### src/rtl/core/pwce_pkg.sv
package pwce_pkg;

  localparam int DATA_BITS = 4;
  localparam int SEG_TOTAL = 2 * DATA_BITS + 5;
  localparam int SEG_W     = $clog2(SEG_TOTAL + 1);
  localparam int BIT_W     = (DATA_BITS > 1) ? $clog2(DATA_BITS) : 1;
  localparam int TICK_W    = 16;
  localparam int REG_W     = 2;

  localparam logic [SEG_W-1:0] SEG_LAST   = SEG_W'(SEG_TOTAL);
  localparam logic [SEG_W-1:0] SEG_SYNC   = SEG_W'(1);
  localparam logic [SEG_W-1:0] SEG_DATA0  = SEG_W'(2);
  localparam logic [SEG_W-1:0] SEG_PARITY = SEG_W'(2 + 2 * DATA_BITS);

  localparam logic [TICK_W-1:0] START_LOW_RST = 16'd32000;
  localparam logic [TICK_W-1:0] SYNC_HIGH_RST = 16'd2000;
  localparam logic [TICK_W-1:0] SHORT_RST     = 16'd1000;
  localparam logic [TICK_W-1:0] LONG_RST      = 16'd3000;

  typedef enum logic [REG_W-1:0] {
    REG_START_LOW = 2'd0,
    REG_SYNC_HIGH = 2'd1,
    REG_SHORT     = 2'd2,
    REG_LONG      = 2'd3
  } reg_index_t;

  localparam logic KIND_TICK  = 1'b0;
  localparam logic KIND_START = 1'b1;

endpackage

### src/rtl/core/pwce_if.sv
interface pwce_cmd_if;
  logic                       valid;
  logic                       ready;
  logic                       kind;
  logic [pwce_pkg::DATA_BITS-1:0] command_code;

  modport source (output valid, output kind, output command_code, input ready);
  modport sink (input valid, input kind, input command_code, output ready);
endinterface

interface pwce_res_if;
  logic valid;
  logic ready;
  logic line_level;
  logic busy_res;
  logic frame_done;

  modport source (output valid, output line_level, output busy_res, output frame_done,
                  input ready);
  modport sink (input valid, input line_level, input busy_res, input frame_done,
                output ready);
endinterface

### src/rtl/core/pulse_width_command_encoder.sv
// An accepted word's result word is registered and is valid in the cycle after acceptance.
// Throughput: one word per cycle; the result register is refilled in the same
// cycle it is taken, so input stalls only while a result waits unread.
// The segment length is picked from the next segment index in the accept cycle.
// Reset (rst, synchronous): line idle high, no frame, timing registers at defaults.
module pulse_width_command_encoder (
  input  logic                          clk,
  input  logic                          rst,
  input  logic                          wr_en,
  input  logic [pwce_pkg::REG_W-1:0]    wr_index,
  input  logic [pwce_pkg::TICK_W-1:0]   wr_data,
  pwce_cmd_if.sink                      cmd,
  pwce_res_if.source                    res
);

  logic [pwce_pkg::TICK_W-1:0]    start_low_ticks;
  logic [pwce_pkg::TICK_W-1:0]    sync_high_ticks;
  logic [pwce_pkg::TICK_W-1:0]    short_ticks;
  logic [pwce_pkg::TICK_W-1:0]    long_ticks;

  logic [pwce_pkg::DATA_BITS-1:0] latched_code, latched_code_next;
  logic [pwce_pkg::SEG_W-1:0]     segment_index, segment_index_next;
  logic [pwce_pkg::TICK_W-1:0]    ticks_left, ticks_left_next;
  logic                           line_out, line_out_next;
  logic                           sending, sending_next;
  logic                           done_next;

  logic                           accept;
  logic [pwce_pkg::SEG_W-1:0]     seg_inc;
  logic [pwce_pkg::SEG_W-1:0]     seg_off;
  logic [pwce_pkg::BIT_W-1:0]     bit_k;
  logic [pwce_pkg::DATA_BITS-1:0] code_rev;
  logic [pwce_pkg::TICK_W-1:0]    seg_len;

  assign accept    = cmd.valid && cmd.ready;
  assign cmd.ready = !res.valid || res.ready;

  // Timing registers
  always_ff @(posedge clk) begin
    if (rst) begin
      start_low_ticks <= pwce_pkg::START_LOW_RST;
      sync_high_ticks <= pwce_pkg::SYNC_HIGH_RST;
      short_ticks     <= pwce_pkg::SHORT_RST;
      long_ticks      <= pwce_pkg::LONG_RST;
    end else if (wr_en) begin
      unique case (wr_index)
        pwce_pkg::REG_START_LOW: start_low_ticks <= wr_data;
        pwce_pkg::REG_SYNC_HIGH: sync_high_ticks <= wr_data;
        pwce_pkg::REG_SHORT:     short_ticks     <= wr_data;
        pwce_pkg::REG_LONG:      long_ticks      <= wr_data;
        default: ;
      endcase
    end
  end

  // Data bits go MSB first: data slot k carries code bit DATA_BITS-1-k
  always_comb begin
    for (int i = 0; i < pwce_pkg::DATA_BITS; i++) begin
      code_rev[i] = latched_code[pwce_pkg::DATA_BITS-1-i];
    end
  end

  assign seg_inc = segment_index + pwce_pkg::SEG_W'(1);
  assign seg_off = (seg_inc - pwce_pkg::SEG_DATA0) >> 1;
  assign bit_k   = seg_off[pwce_pkg::BIT_W-1:0];

  always_comb begin
    if (seg_inc == pwce_pkg::SEG_SYNC) begin
      seg_len = sync_high_ticks;
    end else if (seg_inc[0]) begin
      seg_len = short_ticks;
    end else if (seg_inc < pwce_pkg::SEG_PARITY) begin
      seg_len = code_rev[bit_k] ? long_ticks : short_ticks;
    end else if (seg_inc == pwce_pkg::SEG_PARITY) begin
      seg_len = (^latched_code) ? long_ticks : short_ticks;
    end else begin
      seg_len = short_ticks;
    end
  end

  always_comb begin
    latched_code_next  = latched_code;
    segment_index_next = segment_index;
    ticks_left_next    = ticks_left;
    line_out_next      = line_out;
    sending_next       = sending;
    done_next          = 1'b0;
    if (cmd.kind == pwce_pkg::KIND_START) begin
      // restart: drop any frame in progress
      latched_code_next  = cmd.command_code;
      segment_index_next = '0;
      ticks_left_next    = start_low_ticks;
      line_out_next      = 1'b0;
      sending_next       = 1'b1;
    end else if (sending) begin
      if (ticks_left <= pwce_pkg::TICK_W'(1)) begin
        if (seg_inc == pwce_pkg::SEG_LAST) begin
          segment_index_next = '0;
          ticks_left_next    = '0;
          line_out_next      = 1'b1;
          sending_next       = 1'b0;
          done_next          = 1'b1;
        end else begin
          segment_index_next = seg_inc;
          ticks_left_next    = seg_len;
          line_out_next      = !line_out;
        end
      end else begin
        ticks_left_next = ticks_left - pwce_pkg::TICK_W'(1);
      end
    end
  end

  always_ff @(posedge clk) begin
    if (rst) begin
      latched_code  <= '0;
      segment_index <= '0;
      ticks_left    <= '0;
      line_out      <= 1'b1;
      sending       <= 1'b0;
    end else if (accept) begin
      latched_code  <= latched_code_next;
      segment_index <= segment_index_next;
      ticks_left    <= ticks_left_next;
      line_out      <= line_out_next;
      sending       <= sending_next;
    end
  end

  // Result register: hold until taken
  always_ff @(posedge clk) begin
    if (rst) begin
      res.valid <= 1'b0;
    end else if (accept) begin
      res.valid <= 1'b1;
    end else if (res.ready) begin
      res.valid <= 1'b0;
    end
  end

  always_ff @(posedge clk) begin
    if (accept) begin
      res.line_level <= line_out_next;
      res.busy_res   <= sending_next;
      res.frame_done <= done_next;
    end
  end

  a_idle_line_high: assert property (@(posedge clk) disable iff (rst)
    !sending |-> line_out)
    else $error("line low while no frame is in progress");

  a_seg_in_range: assert property (@(posedge clk) disable iff (rst)
    segment_index < pwce_pkg::SEG_LAST)
    else $error("segment index past end of frame");

  a_start_drives_low: assert property (@(posedge clk) disable iff (rst)
    accept && cmd.kind == pwce_pkg::KIND_START |=> sending && !line_out
      && segment_index == '0)
    else $error("start word did not begin the opening low");

  a_done_ends_frame: assert property (@(posedge clk) disable iff (rst)
    res.valid && res.frame_done |-> res.line_level && !res.busy_res && !sending)
    else $error("frame end reported while frame still active");

endmodule

### src/flat_wrapper.sv
// flat-port wrapper written by rule: the top's interface ports become plain ports
module pulse_width_command_encoder_flat 
  (clk, rst, wr_en, wr_index, wr_data, cmd_valid, cmd_kind, cmd_command_code, cmd_ready, res_valid, res_line_level, res_busy_res, res_frame_done, res_ready);
  pwce_cmd_if cmd_i ();
  pwce_res_if res_i ();
  input  logic clk;
  input  logic rst;
  input  logic wr_en;
  input  logic [pwce_pkg::REG_W-1:0] wr_index;
  input  logic [pwce_pkg::TICK_W-1:0] wr_data;
  input wire logic [$bits(cmd_i.valid)-1:0] cmd_valid;
  input wire logic [$bits(cmd_i.kind)-1:0] cmd_kind;
  input wire logic [$bits(cmd_i.command_code)-1:0] cmd_command_code;
  output wire logic [$bits(cmd_i.ready)-1:0] cmd_ready;
  output wire logic [$bits(res_i.valid)-1:0] res_valid;
  output wire logic [$bits(res_i.line_level)-1:0] res_line_level;
  output wire logic [$bits(res_i.busy_res)-1:0] res_busy_res;
  output wire logic [$bits(res_i.frame_done)-1:0] res_frame_done;
  input wire logic [$bits(res_i.ready)-1:0] res_ready;
  assign cmd_i.valid = cmd_valid;
  assign cmd_i.kind = cmd_kind;
  assign cmd_i.command_code = cmd_command_code;
  assign cmd_ready = cmd_i.ready;
  assign res_valid = res_i.valid;
  assign res_line_level = res_i.line_level;
  assign res_busy_res = res_i.busy_res;
  assign res_frame_done = res_i.frame_done;
  assign res_i.ready = res_ready;
  pulse_width_command_encoder u_core (.clk(clk), .rst(rst), .wr_en(wr_en), .wr_index(wr_index), .wr_data(wr_data), .cmd(cmd_i), .res(res_i));
endmodule
### config.mk
export PLATFORM = sky130hd
export DESIGN_NAME = pulse_width_command_encoder_flat
export DESIGN_NICKNAME = d
export VERILOG_FILES = /design/src/rtl/core/pwce_pkg.sv /design/src/rtl/core/pwce_if.sv /design/src/rtl/core/pulse_width_command_encoder.sv /design/src/flat_wrapper.sv
export SDC_FILE = /design/constraint.sdc
export NUM_CORES = 1
export LEC_CHECK = 0
export BUFFER_PORTS_ARGS = -buffer_cell sky130_fd_sc_hd__buf_2
export CAP_MARGIN = 20
export CORE_AREA = 2 2 123 125
export CTS_CLUSTER_SIZE = 10
export DETAILED_ROUTE_END_ITERATION = 6
export DIE_AREA = 0 0 125 127
export PLACE_DENSITY = 0.48
export SLEW_MARGIN = 40
export SYNTH_ARGS = -nofsm -noshare
export SYNTH_HDL_FRONTEND = slang
export SYNTH_SLANG_ARGS = --single-unit
### constraint.sdc
create_clock -name clk -period 7.3 [get_ports clk]
set_input_delay 0.73 -clock clk [delete_from_list [all_inputs] [get_ports clk]]
set_output_delay 0.73 -clock clk [all_outputs]
set_load 0.01 [all_outputs]
==> metrics.md, run 1 <==
| Metric | Value |
|---|---|
| Initial core utilization | `33.93%` |
| Post-Syn Nets | `~650` |
| Number of synthesized flops with an enable pin | `3` |
| CTS tree | `done` |
| DR vias | `4583` |
| Distinct cells, synth | `60` |
| XOR/XNOR Fraction of Synth Area | `under 10%` |
| Number of max-cap violations | `0` |
| Worst slew pin tran | `just over 800 ps` |
| # IOs | `33` |
| Layout cells sized above 1 | `between 10% and 20%` |
| Drt via density | `5.610` |
| Sw Pwr | `approximately 0.00037 W` |
| Cell count after synthesis | `slightly above 600` |
| Die height | `approximately 130 um` |
| Post-CTS setup buffers | `0` |
| Top cells by area, synth | `dfxtp_1, nand2_1, a21oi_1` |
| Post-synthesis compound-gate area fraction | `a little under a quarter` |
| Fin crit share | `a little under 50%` |
| Synth warn | `0` |
| Flop pwr share | `a little under half` |
| Pleak | `approximately 2.1 nW` |
| Worst vdd rail ir drop | `approximately 120 uV` |
| Startpoint Class | `flip-flop` |
| Critical Path Sink Type | `flip-flop` |
| Die width | `125 um` |
| Initial antenna violation count | `0` |
| Max-slew violations | `0` |
| Post-Syn Area | `4893 um2` |
| Row cnt | `between 40 and 50` |
| Max clock buf depth | `2` |
| Cell internal pwr | `0.0008924 W` |
| DP HPWL | `around 10000 um` |
| Clock skew after layout | `roughly 8 ps` |
| Fraction of registers with async set/reset | `0%` |
| Post_cts resized | `0` |
| Drt first pass iters | `7` |
| CTS root buf | `clkbuf_16` |
| Grt total ovfl | `0` |
| Post-synth top cells | `nand2_1, dfxtp_1, a21oi_1` |
| Post-synthesis mux area share | `between 3 and 4%` |
| Largest family of logic cells by synthesized area | `simple AND/OR/NAND/NOR gates` |
| Post-synthesis sequential area ratio | `39.07%` |
| First-pass GRT wire length | `~24000 um` |
| HP Class | `flip-flop to flip-flop` |
| RSZ-0062 raised after global routing | `no` |
| GRT Util Overall | `approximately 19%` |
| Main flop type after synthesis | `dfxtp_1` |
| Antenna viol nets, final | `0` |
| Largest net degree at the start of global routing | `80` |
| Simple-gate portion of the synthesized area | `between 20% and 30%` |
| Outcome | `complete, no violations` |
| Vias in the first global route | `4465` |
| First DRT Iteration DRCs | `305` |
| Final setup viols | `0` |
| Final Wtd Congestion | `~0.9` |
| Hold Fails Final Rpt | `0` |
| Crit Path Max Fanout | `18` |
| Post-Syn Area per Cell | `7.880 um2` |
| Slew Limit Headroom | `between 40% and 50%` |
| Crit Path Class | `flip-flop to flip-flop` |
| Routed WL | `14940 um` |
| F_max | `0.2834 GHz` |
| CTS buffer count | `9` |
| Critical path arrival | `3760 ps` |
| Clock power frac | `a little under two fifths` |
| CTS clk-pin slew, worst paths | `around 70 ps` |
| Seq cells post-synth | `94` |
| Area Overhead vs Synth | `11.56%` |
| Die area | `15880 um2` |
| Core footprint | `~14000 um2` |
| Power share of the combinational group | `roughly 18%` |
| Clock Latency Late Sink | `between 300 and 400 ps` |
| Port Buffer Count | `32` |
| H-tree levels | `3` |
| Yosys top cell by area | `dfxtp_1` |
| Minimum clock period | `between 3000 and 4000 ps` |
| Setup TNS | `0 ps` |
| WP data required | `approximately 7500 ps` |
| Hold Buf Count CTS | `0` |
| Cell Pwr Density | `between 200 and 250 nW/um2` |
| Count leader, synth | `nand2_1` |
| Routed length per instance | `~18 um` |
| Synth top area share | `between 30% and 40%` |
| Pwr Total | `0.001264 W` |
| Clock sink count | `94` |
| ANT cells | `0` |
| Final net count | `about 660` |
| Post-Synth Adder-Cell Area | `roughly 1.3%` |
| Drt drc | `0` |
| Sw Share | `29.40%` |
==> metrics by stage <==
step                hold slack (ps)  instance area [um2]  util, %  setup WS, ps  std cells
finish                        460.0                 5459    37.85          3771        817
global route                  485.2                 5459    37.85          3652        817
CTS                           463.3                 5453    37.80          3809        817
detailed placement            454.3                 5160    35.77          3827        802
global placement              449.3                 5156    35.75          3780        802
floorplan                     431.2                 4893        -          4658        621
==> final timing paths <==
check,from,end,slack [ps],cells after the start
setup / recovery,u_core.segment_index[0],u_core.ticks_left[14],3770,8
hold / removal,u_core.sync_high_ticks[14],u_core.sync_high_ticks[14],460,2
hold reg to reg,u_core.sync_high_ticks[14],u_core.sync_high_ticks[14],460,2
setup reg to reg,u_core.segment_index[0],u_core.ticks_left[14],3770,8
==> power by group through the flow <==
stage | registers (W) | clock network (W) | logic [W]
floorplan | 0.000576 | 0 | 0.000165
global route | 0.000581 | 0.000499 | 0.000250
detailed placement | 0.000587 | 0 | 0.000221
CTS | 0.000575 | 0.000477 | 0.000222
finish | 0.000577 | 0.000465 | 0.000222
global placement | 0.000586 | 0 | 0.000217
==> registers in the layout, indices dropped and copies added (netlist names), 4 cells and up <==
name and flops:
u_core.sync_high_ticks 16, u_core.short_ticks 16, u_core.start_low_ticks 16, u_core.long_ticks 16
u_core.segment_index 4, u_core.ticks_left 16, u_core.latched_code 4
==> cells in the final DEF (no fill, tap or decap), drive strengths merged, types with 11 or more instances in the layout <==
cell type,instances
dfxtp,91
nand2,147
o31ai,15
mux2i,16
nand3b,27
buf,39
a21oi,73
o21ai,32
clkbuf,11
nand3,12
nor3,13
nor2,27
o211a,15
o22ai,12
==> metal layers <==
layer,part of all wire [%],track usage [%],vias to the layer above
met3,4.4,3.518,20
met4,2.0,7.516,0
met1,47,26.14,2213
met2,46,30.91,102
met5,0,0,-
li1,-,-,2248
==> cells by family (layout without fill, tap and decap cells) <==
logic type	Yosys count	count (layout)
xor gates and xnor gates	9	9
buffers and inverters	51	63
muxes	17	17
and+or+nand+nor	265	265
adders and majority gates	5	5
DFF	94	94
AOI/OAI and AO/OA	180	180
==> layout make-up <==
| cell class | instances | area, um2 |
|---|---|---|
| Inverter | 9 | 33.78 |
| Clock buffer | 11 | 264.0 |
| Tap cell | 184 | 230.2 |
| Timing Repair Buffer | 39 | 212.7 |
| Fill cell | 1512 | 8965 |
| Clock inverter | 4 | 28.78 |
| Sequential cell | 94 | 1912 |
| Multi-Input combinational cell | 476 | 2778 |
==> critical path: stages, from the launching register on <==
cell and delay [ps]:
dfxtp_1 500, inv_1 370, ha_1 490, nor2b_1 80
o21ai_0 350, nand3_1 680, or4_1 710, o311ai_0 100
o21ai_0 130
Power figures use the tool's default switching activity.
==> inputs of run 2 (changes only) <==
==> constraint.sdc (replaced) <==
create_clock -name clk -period 3.4 [get_ports clk]
set_input_delay 0.34 -clock clk [delete_from_list [all_inputs] [get_ports clk]]
set_output_delay 0.34 -clock clk [all_outputs]
set_load 0.01 [all_outputs]
==> metrics.md, run 2 (synthesis results as in run 1) <==
| Metric | Value |
|---|---|
| Total placed cells including tap cells | `808 (+0.75%)` |
| Clock sink count | `94 (unchanged)` |
| Hold Fails Final Rpt | `0 (unchanged)` |
| Pleak | `2.122 nW (+1.9%)` |
| Crit Path Max Fanout | `13 (-5)` |
| Clock power frac | `36.0% (-0.8 points)` |
| Max clock buf depth | `2 (unchanged)` |
| Startpoint Class | `flip-flop` |
| Core footprint | `14420 um2 (unchanged)` |
| Crit Path Class | `flip-flop to flip-flop` |
| Final Wtd Congestion | `0.8373 (-7.3%)` |
| Die height | `127 um (unchanged)` |
| Final setup viols | `0 (unchanged)` |
| Cell Chain, Critical Path | `ha_1, xnor2_1, mux4_2, o311a_1, buf_4, a21oi_1, o211a_1, o31ai_1` |
| Worst slew pin tran | `809.5 ps (-4.467 ps)` |
| Vias in the first global route | `4583 (+2.6%)` |
| Number of max-cap violations | `0 (unchanged)` |
| WP data required | `3680 ps (-3850 ps)` |
| Routed length per instance | `18.63 um (+1.9%)` |
| Die area | `15880 um2 (unchanged)` |
| Slowest Stage Delay on Critical Path | `550 ps (-160 ps)` |
| Levels on crit path | `8 (unchanged)` |
| Most frequent cells in the layout | `nand2_1, dfxtp_1, a21oi_1` |
| Family with the most delay on the worst path | `compound AO/OA/AOI/OAI gates` |
| Sw Pwr | `0.0008328 W (+120%)` |
| CTS buffer count | `9 (unchanged)` |
| F_max | `0.3615 GHz (+28%)` |
| Sw Share | `30.90% (+1.5 points)` |
| CP max stage cell | `o311a_1` |
| Slew Limit Headroom | `46.03% (+0.45 points)` |
| Routed WL | `15370 um (+2.9%)` |
| Setup TNS | `0 ps (unchanged)` |
| H-tree levels | `3 (unchanged)` |
| Pwr Total | `0.002695 W (+110%)` |
| Multi-input logic area | `2783 um2 (+0.18%)` |
| GRT Util Overall | `19.83% (+0.48 points)` |
| DP HPWL | `10700 um (+5.7%)` |
| Power share of the combinational group | `18.0% (+0.4 points)` |
| Antenna viol nets, final | `0 (unchanged)` |
| First DRT Iteration DRCs | `387 (+27%)` |
| Flop pwr share | `46.0% (+0.4 points)` |
| Critical path arrival | `3040 ps (-720 ps)` |
| Fin crit share | `81.36% (+33 points)` |
| Drt first pass iters | `5 (-2)` |
| Finished Layout Cells | `825 (+0.98%)` |
| Area Overhead vs Synth | `12.35%` |
| Cell internal pwr | `0.001863 W (+110%)` |
| Post_cts resized | `0 (unchanged)` |
| Outcome | `complete, no violations` |
| ANT cells | `0 (unchanged)` |
| Post-CTS setup buffers | `0 (unchanged)` |
| Worst reg-to-reg path cell count | `8 (unchanged)` |
| Layout cells sized above 1 | `12.01% (+0.95 points)` |
| Drt drc | `0 (unchanged)` |
| RSZ-0062 raised after global routing | `no` |
| Cell Pwr Density | `490.3 nW/um2 (+110%)` |
| Worst vdd rail ir drop | `256.5 uV (+110%)` |
| HP Class | `input pin to flip-flop` |
| Row cnt | `44 (unchanged)` |
| CP bufs+invs | `1 (unchanged)` |
| Clock skew after layout | `8.935 ps (+0.9387 ps)` |
| Die width | `125 um (unchanged)` |
| Max-slew violations | `0 (unchanged)` |
| First-pass GRT wire length | `24960 um (+2.5%)` |
| CTS tree | `done` |
| DR vias | `4601 (+0.39%)` |
| Drt via density | `5.577 (-0.58%)` |
| CTS clk-pin slew, worst paths | `70 ps (about the same)` |
| Worst Hold Path Cells | `3 (+1)` |
| Initial core utilization | `33.93% (unchanged)` |
| Clock Latency Late Sink | `360 ps (about the same)` |
| Hold Buf Count CTS | `0 (unchanged)` |
| Commonest non-fill, non-tap cell in the layout | `nand2_1` |
| Register area | `1912 um2 (unchanged)` |
| Final net count | `669 (+1.1%)` |
| Largest net degree at the start of global routing | `50 (-38%)` |
| Minimum clock period | `2766 ps (-762.5 ps)` |
| # fillers | `1521 (+0.60%)` |
| Grt total ovfl | `0 (unchanged)` |
| CTS root buf | `clkbuf_16` |
| Critical Path Sink Type | `flip-flop` |
| Initial antenna violation count | `0 (unchanged)` |
| Port Buffer Count | `32 (unchanged)` |
| # IOs | `33 (unchanged)` |
run 2: cell count changes in the layout (fill, tap and decap cells not counted), sizes merged:
cell	before	now
clkbuf	11	10
clkinvlp	2	1
buf	39	46
inv	8	10
clkinv	3	4
run 2: power by group through the flow:
stage | Sequential, W | Combinational [W] | Clock [W]
finish | 0.00124 | 0.000485 | 0.000972
global route | 0.00125 | 0.000544 | 0.00104
CTS | 0.00124 | 0.000478 | 0.000991
detailed placement | 0.00126 | 0.000476 | 0
global placement | 0.00126 | 0.000471 | 0
floorplan | 0.00124 | 0.000354 | 0
run 2: final timing paths:
kind	start	end	slack, ps
max reg2reg	u_core.segment_index[0]	u_core.ticks_left[0]	630
max	u_core.segment_index[0]	u_core.ticks_left[0]	630
min reg2reg	u_core.sync_high_ticks[15]	u_core.sync_high_ticks[15]	460
min	cmd_command_code[0]	u_core.latched_code[0]	230
run 2: per-stage QoR:
| step | utilization, % | setup WS, ps | instance area (um2) | hold WS, ps |
|---|---|---|---|---|
| 5_1_grt | 38.12 | 351.5 | 5498 | 230.0 |
| 4_1_cts | 37.96 | 574.9 | 5475 | 222.9 |
| 3_5_place_dp | 36.06 | 608.0 | 5201 | 453.2 |
| 6_report | 38.12 | 633.8 | 5498 | 233.7 |
| 3_3_place_gp | 36.06 | 749.9 | 5201 | 449.8 |
| 2_1_floorplan | - | 758.1 | 4893 | 431.2 |
run 2: cell type report:
cell class	instances	share of cell area, %
Clock buffer	10	4.165
Clock inverter	6	0.8193
Inverter	9	0.6145
Multi-Input combinational cell	476	50.61
Sequential cell	94	34.77
Tap cell	184	4.188
Timing Repair Buffer	46	4.825
run 2: routing by layer:
layer / GRT usage, % / vias to the layer above / routed length (um)
li1: - / 2253 / -
met1: 26.75 / 2220 / 7309
met2: 31.81 / 103 / 7060
met3: 2.848 / 25 / 574
met4: 8.693 / 0 / 425
met5: 0 / - / 0
run 2: tightest hold or removal path, stage by stage:
cell and delay, ps:
buf_2 90, nand3_1 50, a21oi_1 50
==> inputs of run 3 (changes only) <==
==> constraint.sdc (replaced) <==
create_clock -name clk -period 2.7 [get_ports clk]
set_input_delay 0.27 -clock clk [delete_from_list [all_inputs] [get_ports clk]]
set_output_delay 0.27 -clock clk [all_outputs]
set_load 0.01 [all_outputs]
==> metrics.md, run 3 (synthesis results as in run 1) <==
| Metric | Value |
|---|---|
| Outcome | `complete, no violations` |
| Vias in the first global route | `4439 (-3.1%)` |
| Antenna viol nets, final | `0 (unchanged)` |
| Die height | `127 um (unchanged)` |
| Final Worst Setup Slack | `223.0 ps (-410.8 ps)` |
| Critical path arrival | `2740 ps (-300 ps)` |
| Sw Pwr | `0.001031 W (+24%)` |
| Number of max-cap violations | `0 (unchanged)` |
| Worst reg-to-reg path cell count | `8 (unchanged)` |
| Slew Limit Headroom | `48.52% (+2.5 points)` |
| Crit Path Max Fanout | `12 (-1)` |
| ANT cells | `0 (unchanged)` |
| DP HPWL | `10360 um (-3.2%)` |
| Initial antenna violation count | `0 (unchanged)` |
| Most frequent cells in the layout | `nand2_1, dfxtp_1, a21oi_1` |
| Crit path capture | `u_core.ticks_left[9]` |
| CTS buffer count | `9 (unchanged)` |
| Pwr Total | `0.003437 W (+28%)` |
| Clock Latency Late Sink | `350 ps (about the same)` |
| Fin crit share | `91.74% (+10 points)` |
| Levels on crit path | `8 (unchanged)` |
| GRT Util Overall | `19.67% (-0.16 points)` |
| Power share of the combinational group | `18.0% (about the same)` |
| DR vias | `4648 (+1.0%)` |
| Clock power frac | `36.8% (+0.8 points)` |
| Drt drc | `0 (unchanged)` |
| Final net count | `675 (+0.90%)` |
| Sw Share | `29.99% (-0.91 points)` |
| CTS root buf | `clkbuf_16` |
| Drt via density | `5.593 (+0.29%)` |
| Clock skew after layout | `4.888 ps (-4.047 ps)` |
| Cell internal pwr | `0.002407 W (+29%)` |
| Pleak | `2.148 nW (+1.2%)` |
| Worst r2r src | `u_core.segment_index[1]` |
| HP Class | `input pin to flip-flop` |
| Hold Fails Final Rpt | `0 (unchanged)` |
| WP data required | `2960 ps (-720 ps)` |
| Post-Place Worst Slack | `289.9 ps (-318.1 ps)` |
| Clock sink count | `94 (unchanged)` |
| Routed length per instance | `18.47 um (-0.88%)` |
| Grt total ovfl | `0 (unchanged)` |
| First DRT Iteration DRCs | `354 (-8.5%)` |
| Startpoint Class | `flip-flop` |
| Worst slew pin tran | `772.2 ps (-37.36 ps)` |
| Initial core utilization | `33.93% (unchanged)` |
| Met2 Use GR | `32.19% (+0.38 points)` |
| Minimum clock period | `2477 ps (-289.2 ps)` |
| Flop pwr share | `45.2% (-0.8 points)` |
| H-tree levels | `3 (unchanged)` |
| Drt first pass iters | `6 (+1)` |
| Post_cts resized | `0 (unchanged)` |
| Cell Pwr Density | `617.8 nW/um2 (+26%)` |
| Post-CTS setup buffers | `0 (unchanged)` |
| Max-slew violations | `0 (unchanged)` |
| Final setup viols | `0 (unchanged)` |
| Row cnt | `44 (unchanged)` |
| First-pass GRT wire length | `24410 um (-2.2%)` |
| CP bufs+invs | `1 (unchanged)` |
| CP max stage cell | `dfxtp_1` |
| Worst vdd rail ir drop | `329.6 uV (+29%)` |
| RSZ-0062 raised after global routing | `no` |
| Slowest Stage Delay on Critical Path | `440 ps (-110 ps)` |
| # fillers | `1540 (+1.2%)` |
| Core footprint | `14420 um2 (unchanged)` |
| F_max | `0.4037 GHz (+12%)` |
| Largest net degree at the start of global routing | `49 (-2.0%)` |
| CTS clk-pin slew, worst paths | `70 ps (about the same)` |
| Layout cells sized above 1 | `12.83% (+0.82 points)` |
| Die width | `125 um (unchanged)` |
| Global route hottest layer | `met2` |
| FF-to-FF setup slack | `220 ps (-410 ps)` |
| Routed WL | `15350 um (-0.16%)` |
| Setup TNS | `0 ps (unchanged)` |
| Final Wtd Congestion | `0.8610 (+2.8%)` |
| GR Util met1 | `25.06% (-1.7 points)` |
| Crit Path Class | `flip-flop to flip-flop` |
| GRT met3 Usage | `3.183% (+0.34 points)` |
| Family with the most delay on the worst path | `compound AO/OA/AOI/OAI gates` |
| # IOs | `33 (unchanged)` |
| Reg2Reg Capture Point | `u_core.ticks_left[9]` |
| Die area | `15880 um2 (unchanged)` |
| CP startpoint | `u_core.segment_index[1]` |
| Cell Chain, Critical Path | `ha_1, xnor2_1, mux4_2, o311a_1, buf_4, a21oi_1, o211a_1, o31ai_1` |
| Critical Path Sink Type | `flip-flop` |
| Commonest non-fill, non-tap cell in the layout | `nand2_1` |
| Hold Buf Count CTS | `0 (unchanged)` |
| Max clock buf depth | `2 (unchanged)` |
| CTS tree | `done` |
| Area Overhead vs Synth | `13.71%` |
| Port Buffer Count | `32 (unchanged)` |
[run 3: worst min-delay path by stage]
stage | from | to | slack [ps] | cells past startpoint
CTS | cmd_command_code[2] | u_core.latched_code[2] | 150 | 3
global route | cmd_command_code[2] | u_core.latched_code[2] | 170 | 3
finish | cmd_command_code[0] | u_core.latched_code[0] | 160 | 3
floorplan | cmd_valid | u_core.res.valid | 390 | 2
detailed placement | u_core.sync_high_ticks[14] | u_core.sync_high_ticks[14] | 450 | 2
global placement | u_core.sync_high_ticks[5] | u_core.sync_high_ticks[5] | 450 | 2
[run 3: worst register-to-register path: cells and delay by family (launching register included)]
| kind | cells | cell delay (ps) |
|---|---|---|
| AO/OA/AOI/OAI | 4 | 750 |
| flip-flops | 1 | 440 |
| adder cells (fa/ha/maj) | 1 | 360 |
| multiplexers | 1 | 320 |
| XOR/XNOR | 1 | 260 |
| buffers and inverters | 1 | 260 |
[run 3: final cells by class]
class | count | area, um2 | area share (%)
clock buffer | 10 | 250.2 | 4.497
sequential | 94 | 1912 | 34.36
multi-input combinational | 476 | 2773 | 49.83
inverter | 9 | 33.78 | 0.6072
tap | 184 | 230.2 | 4.138
clock inverter | 6 | 42.54 | 0.7646
timing repair buffer | 52 | 322.8 | 5.802
[run 3: layer usage]
layer / vias up / share of wire [%]
li1: 2270 / -
met1: 2224 / 46
met2: 124 / 46
met3: 30 / 4.6
met4: 0 / 3.2
met5: - / 0
[run 3: power by group through the flow]
stage | Combinational, W | Clock [W] | Sequential (W)
5_1_grt | 0.000690 | 0.00135 | 0.00157
6_report | 0.000617 | 0.00127 | 0.00155
2_1_floorplan | 0.000445 | 0 | 0.00156
4_1_cts | 0.000614 | 0.00130 | 0.00155
3_5_place_dp | 0.000611 | 0 | 0.00158
3_3_place_gp | 0.000605 | 0 | 0.00158
[run 3: through the flow]
step / area, um2 / hold WS, ps / util, % / std cells
2_1_floorplan: 4893 / 390.7 / - / 621
3_3_place_gp: 5259 / 447.5 / 36.46 / 814
3_5_place_dp: 5259 / 451.0 / 36.46 / 814
4_1_cts: 5552 / 148.7 / 38.49 / 830
5_1_grt: 5564 / 166.7 / 38.58 / 831
6_report: 5564 / 160.8 / 38.58 / 831
